===== config.mk =====
export PLATFORM = sky130hd
export DESIGN_NAME = keyed_record_table
export DESIGN_NICKNAME = d
export VERILOG_FILES = /design/src/rtl/krt_pkg.sv /design/src/rtl/krt_mem.sv /design/src/rtl/krt_scan.sv /design/src/rtl/keyed_record_table.sv
export SDC_FILE = /design/constraint.sdc
export NUM_CORES = 2
export LEC_CHECK = 0
export BUFFER_PORTS_ARGS = -buffer_cell sky130_fd_sc_hd__buf_2
export CELL_PAD_IN_SITES_DETAIL_PLACEMENT = 1
export CELL_PAD_IN_SITES_GLOBAL_PLACEMENT = 2
export CORE_UTILIZATION = 46
export DETAILED_ROUTE_END_ITERATION = 12
export MAX_ROUTING_LAYER = met4
export PLACE_DENSITY = 0.8
export SLEW_MARGIN = 30
export SYNTH_ARGS = -nofsm -noshare
export SYNTH_HDL_FRONTEND = slang
export SYNTH_SLANG_ARGS = --single-unit

===== constraint.sdc =====
create_clock -name clk -period 6 [get_ports clk]
set_input_delay 0.3 -clock clk [delete_from_list [all_inputs] [get_ports clk]]
set_output_delay 0.3 -clock clk [all_outputs]
set_load 0.02 [all_outputs]

===== src/rtl/krt_pkg.sv =====
// Shared types and constants for the keyed record table.
`timescale 1ns / 1ps

package krt_pkg;

    // Field widths
    localparam int KEY_W  = 31;
    localparam int VAL_W  = 32;
    localparam int WORD_W = 1 + KEY_W + VAL_W;

    // Stored word layout: {live, key, value}
    localparam int LIVE_BIT = WORD_W - 1;
    localparam int KEY_LSB  = VAL_W;

    // Request codes
    localparam logic [2:0] REQ_INSERT = 3'd0;
    localparam logic [2:0] REQ_UPDATE = 3'd1;
    localparam logic [2:0] REQ_REMOVE = 3'd2;
    localparam logic [2:0] REQ_SEARCH = 3'd3;
    localparam logic [2:0] REQ_COUNT  = 3'd4;

    // Status codes
    localparam logic [1:0] ST_OK      = 2'd0;
    localparam logic [1:0] ST_DUP     = 2'd1;
    localparam logic [1:0] ST_MISSING = 2'd2;
    localparam logic [1:0] ST_FULL    = 2'd3;

    // Scan outcome flags handed from the scanner to the controller
    typedef struct packed {
        logic hit;   // a live slot holds the requested key
        logic hole;  // a freed slot exists below the high-water mark
    } scan_flags_t;

endpackage


===== src/rtl/krt_mem.sv =====
// Slot store: one synchronous RAM holding {live, key, value} per slot.
`timescale 1ns / 1ps

module krt_mem #(
    parameter int DEPTH = 64,
    parameter int AW    = 6
) (
    input  logic                       clk,
    input  logic                       wr_en,
    input  logic [AW-1:0]              wr_addr,
    input  logic [krt_pkg::WORD_W-1:0] wr_data,
    input  logic                       rd_en,
    input  logic [AW-1:0]              rd_addr,
    output logic [krt_pkg::WORD_W-1:0] rd_data
);

    logic [krt_pkg::WORD_W-1:0] mem [DEPTH];

    // Write port
    always_ff @(posedge clk)
    begin
        if (wr_en)
        begin
            mem[wr_addr] <= wr_data;
        end
    end

    // Registered read port
    always_ff @(posedge clk)
    begin
        if (rd_en)
        begin
            rd_data <= mem[rd_addr];
        end
    end

endmodule


===== src/rtl/krt_scan.sv =====
// Key scanner: compares each word read back against the request key.
`timescale 1ns / 1ps

module krt_scan #(
    parameter int AW = 6
) (
    input  logic                       clk,
    input  logic                       rst_n,
    input  logic                       clear,
    input  logic                       issue,
    input  logic [AW-1:0]              issue_idx,
    input  logic [krt_pkg::WORD_W-1:0] rd_word,
    input  logic [krt_pkg::KEY_W-1:0]  key,
    output krt_pkg::scan_flags_t       flags,
    output logic [AW-1:0]              hit_idx,
    output logic [AW-1:0]              hole_idx
);

    logic                 valid_reg;
    logic [AW-1:0]        idx_reg;
    krt_pkg::scan_flags_t flags_reg;
    krt_pkg::scan_flags_t flags_next;
    logic [AW-1:0]        hit_idx_reg;
    logic [AW-1:0]        hit_idx_next;
    logic [AW-1:0]        hole_idx_reg;
    logic [AW-1:0]        hole_idx_next;
    logic                 word_live;
    logic [krt_pkg::KEY_W-1:0] word_key;

    assign word_live = rd_word[krt_pkg::LIVE_BIT];
    assign word_key  = rd_word[krt_pkg::KEY_LSB +: krt_pkg::KEY_W];

    // Track first live match and lowest freed slot
    always_comb
    begin
        flags_next    = flags_reg;
        hit_idx_next  = hit_idx_reg;
        hole_idx_next = hole_idx_reg;
        if (clear)
        begin
            flags_next = '0;
        end
        else if (valid_reg)
        begin
            if (word_live && (word_key == key) && !flags_reg.hit)
            begin
                flags_next.hit = 1'b1;
                hit_idx_next   = idx_reg;
            end
            if (!word_live && !flags_reg.hole)
            begin
                flags_next.hole = 1'b1;
                hole_idx_next   = idx_reg;
            end
        end
    end

    // Read-data valid tracking and flag registers
    always_ff @(posedge clk or negedge rst_n)
    begin
        if (!rst_n)
        begin
            valid_reg <= 1'b0;
            flags_reg <= '0;
        end
        else
        begin
            valid_reg <= issue;
            flags_reg <= flags_next;
        end
    end

    // Index payload
    always_ff @(posedge clk)
    begin
        idx_reg      <= issue_idx;
        hit_idx_reg  <= hit_idx_next;
        hole_idx_reg <= hole_idx_next;
    end

    assign flags    = flags_reg;
    assign hit_idx  = hit_idx_reg;
    assign hole_idx = hole_idx_reg;

endmodule


===== src/rtl/keyed_record_table.sv =====
// Top level of the keyed record table: request sequencer around the slot RAM.
`timescale 1ns / 1ps

// A request is taken when start is high and busy is low. Insert, update,
// remove and search read every slot below the high-water mark out of the
// slot RAM, one per cycle, then let the last word land in the scanner and
// make the decision and the write-back; the result appears on status,
// slot and live_count for exactly one cycle with done high. Count and
// undefined request codes need no scan and go straight to the decision.
// The sequential key scan over the single RAM read port sets the time to
// a result. A new request may be issued in the cycle in which done is
// high. The result must be captured when done is high; it is held on the
// outputs until the next request's decision. No clearing pass is needed
// after reset: slots at or above the high-water mark are never read.
module keyed_record_table #(
    parameter int CAPACITY = 64
) (
    input  logic               clk,
    input  logic               rst_n,
    input  logic               start,
    input  logic [2:0]         req_type,
    input  logic [30:0]        rec_id,
    input  logic signed [31:0] rec_value,
    output logic               busy,
    output logic               done,
    output logic [1:0]         status,
    output logic [5:0]         slot,
    output logic [6:0]         live_count
);

    localparam int AW = $clog2(CAPACITY);
    localparam int CW = $clog2(CAPACITY + 1);

    typedef enum logic [1:0] {
        S_IDLE,
        S_SCAN,
        S_DECIDE
    } state_t;

    state_t state_reg;
    state_t state_next;
    logic [2:0]                 req_reg;
    logic [krt_pkg::KEY_W-1:0]  key_reg;
    logic [krt_pkg::VAL_W-1:0]  val_reg;
    logic [CW-1:0]              hw_reg;
    logic [CW-1:0]              hw_next;
    logic [CW-1:0]              live_reg;
    logic [CW-1:0]              live_next;
    logic [CW-1:0]              cnt_reg;
    logic [CW-1:0]              cnt_next;
    logic                       done_reg;
    logic [1:0]                 status_reg;
    logic [1:0]                 status_next;
    logic [5:0]                 slot_reg;
    logic [5:0]                 slot_next;
    logic [6:0]                 count_reg;
    logic [6:0]                 count_next;

    logic                       accept;
    logic                       issue;
    logic                       scan_op;
    logic                       wr_en;
    logic [AW-1:0]              wr_addr;
    logic [krt_pkg::WORD_W-1:0] wr_word;
    logic [krt_pkg::WORD_W-1:0] rd_word;
    logic [AW-1:0]              res_idx;
    logic [AW+5:0]              slot_ext;
    logic [CW+6:0]              count_ext;
    krt_pkg::scan_flags_t       flags;
    logic [AW-1:0]              hit_idx;
    logic [AW-1:0]              hole_idx;

    assign accept  = start && (state_reg == S_IDLE);
    assign issue   = (state_reg == S_SCAN) && (cnt_reg < hw_reg);
    assign scan_op = req_type inside {krt_pkg::REQ_INSERT, krt_pkg::REQ_UPDATE,
                                      krt_pkg::REQ_REMOVE, krt_pkg::REQ_SEARCH};

    krt_mem #(
        .DEPTH (CAPACITY),
        .AW    (AW)
    ) u_mem (
        .clk     (clk),
        .wr_en   (wr_en),
        .wr_addr (wr_addr),
        .wr_data (wr_word),
        .rd_en   (issue),
        .rd_addr (cnt_reg[AW-1:0]),
        .rd_data (rd_word)
    );

    krt_scan #(
        .AW (AW)
    ) u_scan (
        .clk       (clk),
        .rst_n     (rst_n),
        .clear     (accept),
        .issue     (issue),
        .issue_idx (cnt_reg[AW-1:0]),
        .rd_word   (rd_word),
        .key       (key_reg),
        .flags     (flags),
        .hit_idx   (hit_idx),
        .hole_idx  (hole_idx)
    );

    // Decision and write-back
    always_comb
    begin
        wr_en       = 1'b0;
        wr_addr     = '0;
        wr_word     = '0;
        status_next = krt_pkg::ST_OK;
        res_idx     = '0;
        hw_next     = hw_reg;
        live_next   = live_reg;
        if (state_reg == S_DECIDE)
        begin
            case (req_reg)
                krt_pkg::REQ_INSERT:
                begin
                    if (flags.hit)
                    begin
                        status_next = krt_pkg::ST_DUP;
                    end
                    else if (flags.hole)
                    begin
                        wr_en     = 1'b1;
                        wr_addr   = hole_idx;
                        wr_word   = {1'b1, key_reg, val_reg};
                        res_idx   = hole_idx;
                        live_next = live_reg + CW'(1);
                    end
                    else if (hw_reg < CW'(CAPACITY))
                    begin
                        wr_en     = 1'b1;
                        wr_addr   = hw_reg[AW-1:0];
                        wr_word   = {1'b1, key_reg, val_reg};
                        res_idx   = hw_reg[AW-1:0];
                        hw_next   = hw_reg + CW'(1);
                        live_next = live_reg + CW'(1);
                    end
                    else
                    begin
                        status_next = krt_pkg::ST_FULL;
                    end
                end
                krt_pkg::REQ_UPDATE, krt_pkg::REQ_REMOVE, krt_pkg::REQ_SEARCH:
                begin
                    if (!flags.hit)
                    begin
                        status_next = krt_pkg::ST_MISSING;
                    end
                    else
                    begin
                        res_idx = hit_idx;
                        wr_addr = hit_idx;
                        if (req_reg == krt_pkg::REQ_UPDATE)
                        begin
                            wr_en   = 1'b1;
                            wr_word = {1'b1, key_reg, val_reg};
                        end
                        else if (req_reg == krt_pkg::REQ_REMOVE)
                        begin
                            // freed slot keeps its key but never matches
                            wr_en     = 1'b1;
                            wr_word   = {1'b0, key_reg, {krt_pkg::VAL_W{1'b0}}};
                            live_next = live_reg - CW'(1);
                        end
                    end
                end
                default:
                begin
                    // count and undefined codes leave the table untouched
                end
            endcase
        end
    end

    // Result fields wrap to their port widths
    assign slot_ext   = {6'b0, res_idx};
    assign slot_next  = slot_ext[5:0];
    assign count_ext  = {7'b0, live_next};
    assign count_next = count_ext[6:0];

    // Sequencer
    always_comb
    begin
        state_next = state_reg;
        cnt_next   = cnt_reg;
        case (state_reg)
            S_IDLE:
            begin
                if (accept)
                begin
                    cnt_next   = '0;
                    state_next = scan_op ? S_SCAN : S_DECIDE;
                end
            end
            S_SCAN:
            begin
                if (issue)
                begin
                    cnt_next = cnt_reg + CW'(1);
                end
                else
                begin
                    state_next = S_DECIDE;
                end
            end
            S_DECIDE:
            begin
                state_next = S_IDLE;
            end
            default:
            begin
                state_next = S_IDLE;
            end
        endcase
    end

    // State, table counters and registered result
    always_ff @(posedge clk or negedge rst_n)
    begin
        if (!rst_n)
        begin
            state_reg  <= S_IDLE;
            cnt_reg    <= '0;
            hw_reg     <= '0;
            live_reg   <= '0;
            done_reg   <= 1'b0;
            status_reg <= krt_pkg::ST_OK;
            slot_reg   <= '0;
            count_reg  <= '0;
        end
        else
        begin
            state_reg <= state_next;
            cnt_reg   <= cnt_next;
            hw_reg    <= hw_next;
            live_reg  <= live_next;
            done_reg  <= (state_reg == S_DECIDE);
            if (state_reg == S_DECIDE)
            begin
                status_reg <= status_next;
                slot_reg   <= slot_next;
                count_reg  <= count_next;
            end
        end
    end

    // Request capture
    always_ff @(posedge clk)
    begin
        if (accept)
        begin
            req_reg <= req_type;
            key_reg <= rec_id;
            val_reg <= rec_value;
        end
    end

    assign busy       = (state_reg != S_IDLE);
    assign done       = done_reg;
    assign status     = status_reg;
    assign slot       = slot_reg;
    assign live_count = count_reg;

endmodule


# After elaboration in Yosys (flattened, before gate mapping)
# Memories as Yosys holds them, arrays and structs flattened. A register that Yosys moved wholly into a read port is not among the register bits.
# Index checks and enable logic that the tools add are counted.
dict set report word_totals {
  regBits 126
  mem_bits_rw 4096
  out_inout_bits 17
  n_memories 1
}
dict set report classes {
  add_sub_neg 4
  n_lt_le_gt_ge 2
  eq_ne 12
  muxes 48
  bitwise 3
  n_reduce_logical 25
}
# memory depth width read_ports rd_clocked_by_memory_dff wr line_no
set memory_table {}
lappend memory_table {u_mem.mem 64 64 1 1 1 krt_mem.sv:17} ;# logic [krt_pkg::WORD_W-1:0] mem [DEPTH];
# operator n
set ops {}
lappend ops {{64-bit two-way mux} 6}
lappend ops {{64-bit case mux with 2 select lines} 1}
lappend ops {{63-bit two-way mux} 1}
lappend ops {{7-bit two-way mux} 9}
lappend ops {{31-bit equality test} 1}
lappend ops {{6-bit two-way mux} 5}
lappend ops {{7-bit case mux with 2 select lines} 2}
lappend ops {{7-bit by 1-bit adder with 7-bit output (second input constant)} 3}
lappend ops {{2-bit two-way mux} 9}
lappend ops {{3-bit by 2-bit equality test with 1-bit output (second input constant)} 4}
lappend ops {{6-bit case mux with 2 select lines} 1}
lappend ops {{1-bit two-way mux} 11}
lappend ops {{2-bit nonzero test} 5}
lappend ops {{3-bit AND reduction} 3}
lappend ops {{2-bit case mux with 2 select lines} 2}
lappend ops {{7-bit < comparator} 1}
lappend ops {{7-bit < comparator (second input constant)} 1}
lappend ops {{7-bit by 1-bit subtractor with 7-bit output (second input constant)} 1}
lappend ops {{3-bit by 1-bit equality test with 1-bit output (second input constant)} 2}
lappend ops {{3-bit logical NOT} 2}
lappend ops {{2-bit AND reduction} 3}
lappend ops {{1-bit logical AND} 5}
lappend ops {{5-bit AND reduction} 1}
lappend ops {{2-bit != test (second input constant)} 2}
lappend ops {{9 further kinds} 13}

# Logic depth before layout (Yosys ltp)
dict set report depth {
  word_depth 8
  depth_mapped 10
  ltp_nobuf 8
}

# Cells and area by module
# From an unflattened synthesis, not the netlist that was laid out.
dict set report hier_totals {
  hier_cells 7060
  area_unflattened_um2 162661.0
}
# module n_inst cells_each area_each_um2 seq_area_each_um2
set by_module_without_submodules {}
lappend by_module_without_submodules {krt_mem 1 6598 156993.1 124919.8}
lappend by_module_without_submodules {keyed_record_table 1 392 4718.3 2957.8}
lappend by_module_without_submodules {krt_scan 1 70 949.7 555.5}

# Worst setup path after synthesis
# No wires, ideal clock.
dict set report synth_timing {
  path_type {flip-flop to flip-flop}
  start {register hw_reg[6]}
  end {memory u_mem.mem[0][63] (netlist bit) (data pin)}
  setup_time_ns 0.721
  t_arrival_ns 3.740
  path_slack_ns 1.539
  path_stages_with_launch 5
  period_less_slack_ns 4.461
  cell_sequence {dfrtp_1 -> buf_2 -> nor2b_1 -> or3_1 -> a211oi_1}
}
dict set report synth_via {
  elab_chain_len 6
}
# element line_no
set synth_rtl {}
lappend synth_rtl {{from (decl)} keyed_record_table.sv:45} ;# logic [CW-1:0] hw_reg;
lappend synth_rtl {{from (signal assigned)} keyed_record_table.sv:239} ;# hw_reg <= hw_next;
lappend synth_rtl {{7-bit < comparator} keyed_record_table.sv:133} ;# else if (hw_reg < CW'(CAPACITY))
lappend synth_rtl {{64-bit two-way mux} keyed_record_table.sv:133}
lappend synth_rtl {{64-bit two-way mux} keyed_record_table.sv:125} ;# else if (flags.hole)
lappend synth_rtl {{64-bit two-way mux} keyed_record_table.sv:121} ;# if (flags.hit)
lappend synth_rtl {{64-bit case mux with 2 select lines} keyed_record_table.sv:118} ;# case (req_reg)
lappend synth_rtl {{64-bit two-way mux} keyed_record_table.sv:116} ;# if (state_reg == S_DECIDE)
lappend synth_rtl {{via u_mem.wr_data (one bit)} krt_mem.sv:11} ;# input logic [krt_pkg::WORD_W-1:0] wr_data,
lappend synth_rtl {{to (decl)} krt_mem.sv:17}
# The timed path passes the listed nets, and every way through them passes these cells.

# Worst setup path after layout
dict set report layout_timing {
  start {register u_scan.flags_reg, in the netlist u_scan.flags[0]}
  end {memory u_mem.mem[50][47] (netlist bit) (enable)}
}
dict set report layout_via {
  elab_chain_len 6
}
# element line_no
set layout_rtl {}
lappend layout_rtl {{from (decl)} krt_scan.sv:21} ;# krt_pkg::scan_flags_t flags_reg;
lappend layout_rtl {{from (signal assigned)} krt_scan.sv:69} ;# flags_reg <= flags_next;
lappend layout_rtl {{1-bit two-way mux} keyed_record_table.sv:125}
lappend layout_rtl {{1-bit two-way mux} keyed_record_table.sv:121}
lappend layout_rtl {{1-bit case mux with 2 select lines} keyed_record_table.sv:118}
lappend layout_rtl {{1-bit two-way mux} keyed_record_table.sv:116}
lappend layout_rtl {{1-bit two-way mux} krt_mem.sv:22} ;# if (wr_en)
lappend layout_rtl {{1-bit two-way mux (not written as such)} krt_mem.sv:24} ;# mem[wr_addr] <= wr_data;
# Several ways; a longest one is shown, not always the timed one.

==> metrics.yaml <==
status:
  status: "complete, no violations"
global_routing:
  grt_overflow: 0
  antenna_found_initial: 23
  grt_pass1_wl_microns: 329100
  grt_max_degree: 98
  grtUsageTotal_pct: 26.05
  first_global_vias: 44340
setup_path:
  path_depth: 7
  crit_path_start_kind: "flop"
  crit_type: "reg -> reg"
  end_kind: "flop"
  r2r_cells: 7
  critPathBufInv: 1
  cp_top_family: "simple AND/OR/NAND/NOR gates"
  cpPeakStageDelay_ns: 0.92
  critPathArrivalTime_ns: 5.15
  slowest_stage: "nor2_4"
  critical_path.max_fanout: 22
  cp_cell_sequence: "nor2b_1, or3_1, a21o_1, a211oi_2, nand2_1, nor2_4, buf_4"
  crit_required_ns: 6.52
finish:
  drive_above_1_share_pct: 23.79
  postLayoutCoreUtil_pct: 52.86
  fill_cells: 15750
  layout_commonest_cell: "edfxtp_1"
  seqCellArea_sq_um: 65030
  mostFrequentLayoutCells: "edfxtp_1 (2126), mux4_2 (400), mux2i_1 (324)"
  largest_register_ffs: 2048
  multi_input_area_sq_um: 18450
  final_cells: 6862
  syn2layout_area_growth_pct: 14.05
  num-nets-final: 4382
cts:
  cts_made_buffers: 210
  clockBufferDepth: 3
  htreeDepth: 4
  cts.clk_slew.worst_paths_ns: 0.07
  cts_resized: 0
  clkLatencyLatePin_ns: 0.85
  clkSinkCount: 2174
  cts_tree: "done"
  cts_root_buf: "clkbuf_16"
timing:
  tightest_slew_ns: 1.137
  setup_viol: 0
  rsz0062_at_grt: "false"
  fin_crit_sh_pct: 77.25
  finClkSkew_ns: 0.05775
  fin_setup_tns_ns: 0
  relSlewSlack_pct: 23.41
  drv_slew: 0
  finalHoldViolations: 0
  max_freq_mhz: 215.7
  min_period_ns: 4.635
pwr:
  power.density_nw_per_um2: 358.4
  ir_drop_mv: 0.3043
  cellLeakagePower_nw: 28.85
route:
  avgRoutedWirePerCell_microns: 33.99
  drt_wl_total_microns: 233200
  vias_per_cell: 6.248
  drc: 0
  vias: 42880
  ant_nets: 0
  drtIter0Drc: 5675
  drtPass1Iterations: 6
floorplanning:
  die_h_microns: 429.0
  initial_core_util_pct: 46.35
  rows: 156
  die_x_microns: 429.0
  io_pins: 86
  dieArea_sq_um: 184000
  core_sq_um: 180900
yosys:
  syn-mean-instance-area_sq_um: 20.66
  syn-cell-area_sq_um: 83870
  async_flop_share_pct: 1.932
  synth_top_family_by_area: "multiplexers"
  synth-edff-count: 2126
  yosysSeqAreaShare_pct: 77.52
  synthMuxAreaShare_pct: 14.64
  synth_cell_types: 64
  yosys.area_share.xor_xnor_pct: 0.4908
  synth_fa_ha_area_share_pct: 0.1492
  syn_inst: 4059
  synth_compound_area_share_pct: 3.410
  synth_seq_cells: 2174
  yosys.area_share.simple_pct: 2.563
  synthFlopType: "edfxtp_1"
  syn-num-nets: 4138
  ys_warn_count: 0
run:
  drv_cap: 0
placed_design:
  globalplace.congestion: 0.8997
  io_buffers: 53
  hpwl_microns: 138100
  dp_cells: 6422
hold_path:
  hold_class: "in -> async"
-- path summary, 6_finish.rpt --
| path | end | startpoint | slack [ns] |
|---|---|---|---|
| min | cnt_reg[4] | rst_n | 0.01 |
| max in group asynchronous | cnt_reg[0] | rst_n | 5.54 |
| max | u_mem.mem[50][47] | u_scan.flags[0] | 1.36 |
| min in group clk | key_reg[24] | rec_id[24] | 0.16 |
| max reg2reg | u_mem.mem[50][47] | u_scan.flags[0] | 1.36 |
| min reg2reg | u_scan.hole_idx[2] | u_scan.idx_reg[2] | 0.44 |
-- power breakdown --
part	switching [mW]	total, mW	internal [mW]
Clock	5.81	13.4	7.59
Sequential	0.245	17.1	16.9
Combinational	2.11	3.76	1.66
Total	8.16	34.3	26.1
-- timing repair --
action,4_1_cts,5_1_grt
hold endpoints to repair,79,0
hold buffers,37,0
buffers inserted,0,0
-- cell usage after synthesis, drive strengths merged, types with 28 or more instances --
master     n  area, sq um
a22o      34        297.8
and2      39        244.0
mux4     400         9009
a22oi     70        525.5
mux2i    324         3243
nand2b    33        206.5
buf      119        573.1
o21ai     98        494.2
dfrtp     42         1051
nand2    175        664.4
nor2      92        352.8
edfxtp  2126        63840
clkbuf   109        409.1
nand4     34        227.7
a21oi     73        369.1
a221oi    41        359.1
a31oi     30        187.7
o211ai    28        210.2
-- through the flow --
| step | cell area, sq um | total power, mW | setup slack, ns | hold slack [ns] |
|---|---|---|---|---|
| finish | 95650 | 34.28 | 1.365 | 0.01368 |
| global route | 95640 | 35.13 | 1.247 | 0.04085 |
| CTS | 95580 | 34.44 | 1.326 | 0.009474 |
| detailed placement | 88270 | 21.17 | 1.405 | 0.3348 |
| global placement | 88140 | 21.07 | 1.646 | 0.4051 |
| floorplan | 83870 | 20.00 | 1.539 | 0.004409 |
-- worst reg2reg max path, delay by kind of cell (launching register included) --
kind,cells,cell delay [ns]
compound gates,2,0.86
buf+inv,1,0.37
flops,1,0.69
simple gates,4,2.38
-- layer usage --
| metal | up-vias | routed length [microns] | global-route usage [%] |
|---|---|---|---|
| met5 | - | 0 | - |
| met4 | 0 | 9816 | 10.07 |
| met3 | 396 | 20160 | 4.348 |
| met2 | 2219 | 111900 | 40.61 |
| met1 | 22970 | 91350 | 34.53 |
| li1 | 17290 | - | - |
-- layout make-up --
| type | count | area share [%] |
|---|---|---|
| inverter | 14 | 0.05494 |
| tap | 2370 | 3.100 |
| clock buffer | 243 | 5.646 |
| sequential | 2174 | 67.99 |
| clock inverter | 152 | 1.602 |
| antenna | 6 | 0.01570 |
| timing repair buffer | 260 | 2.305 |
| multi-input combinational | 1643 | 19.29 |
-- logic make-up (layout without fill, tap and decap cells) --
family | after synthesis | count (layout)
DFF | 2174 | 2174
muxes | 726 | 726
and+or+nand+nor | 439 | 439
AOI/OAI and AO/OA | 421 | 421
buffers and inverters | 242 | 669
xor gates and xnor gates | 47 | 47
adders and majority gates | 10 | 10
other | 0 | 6
No activity file was read; power rests on OpenSTA's default activity.
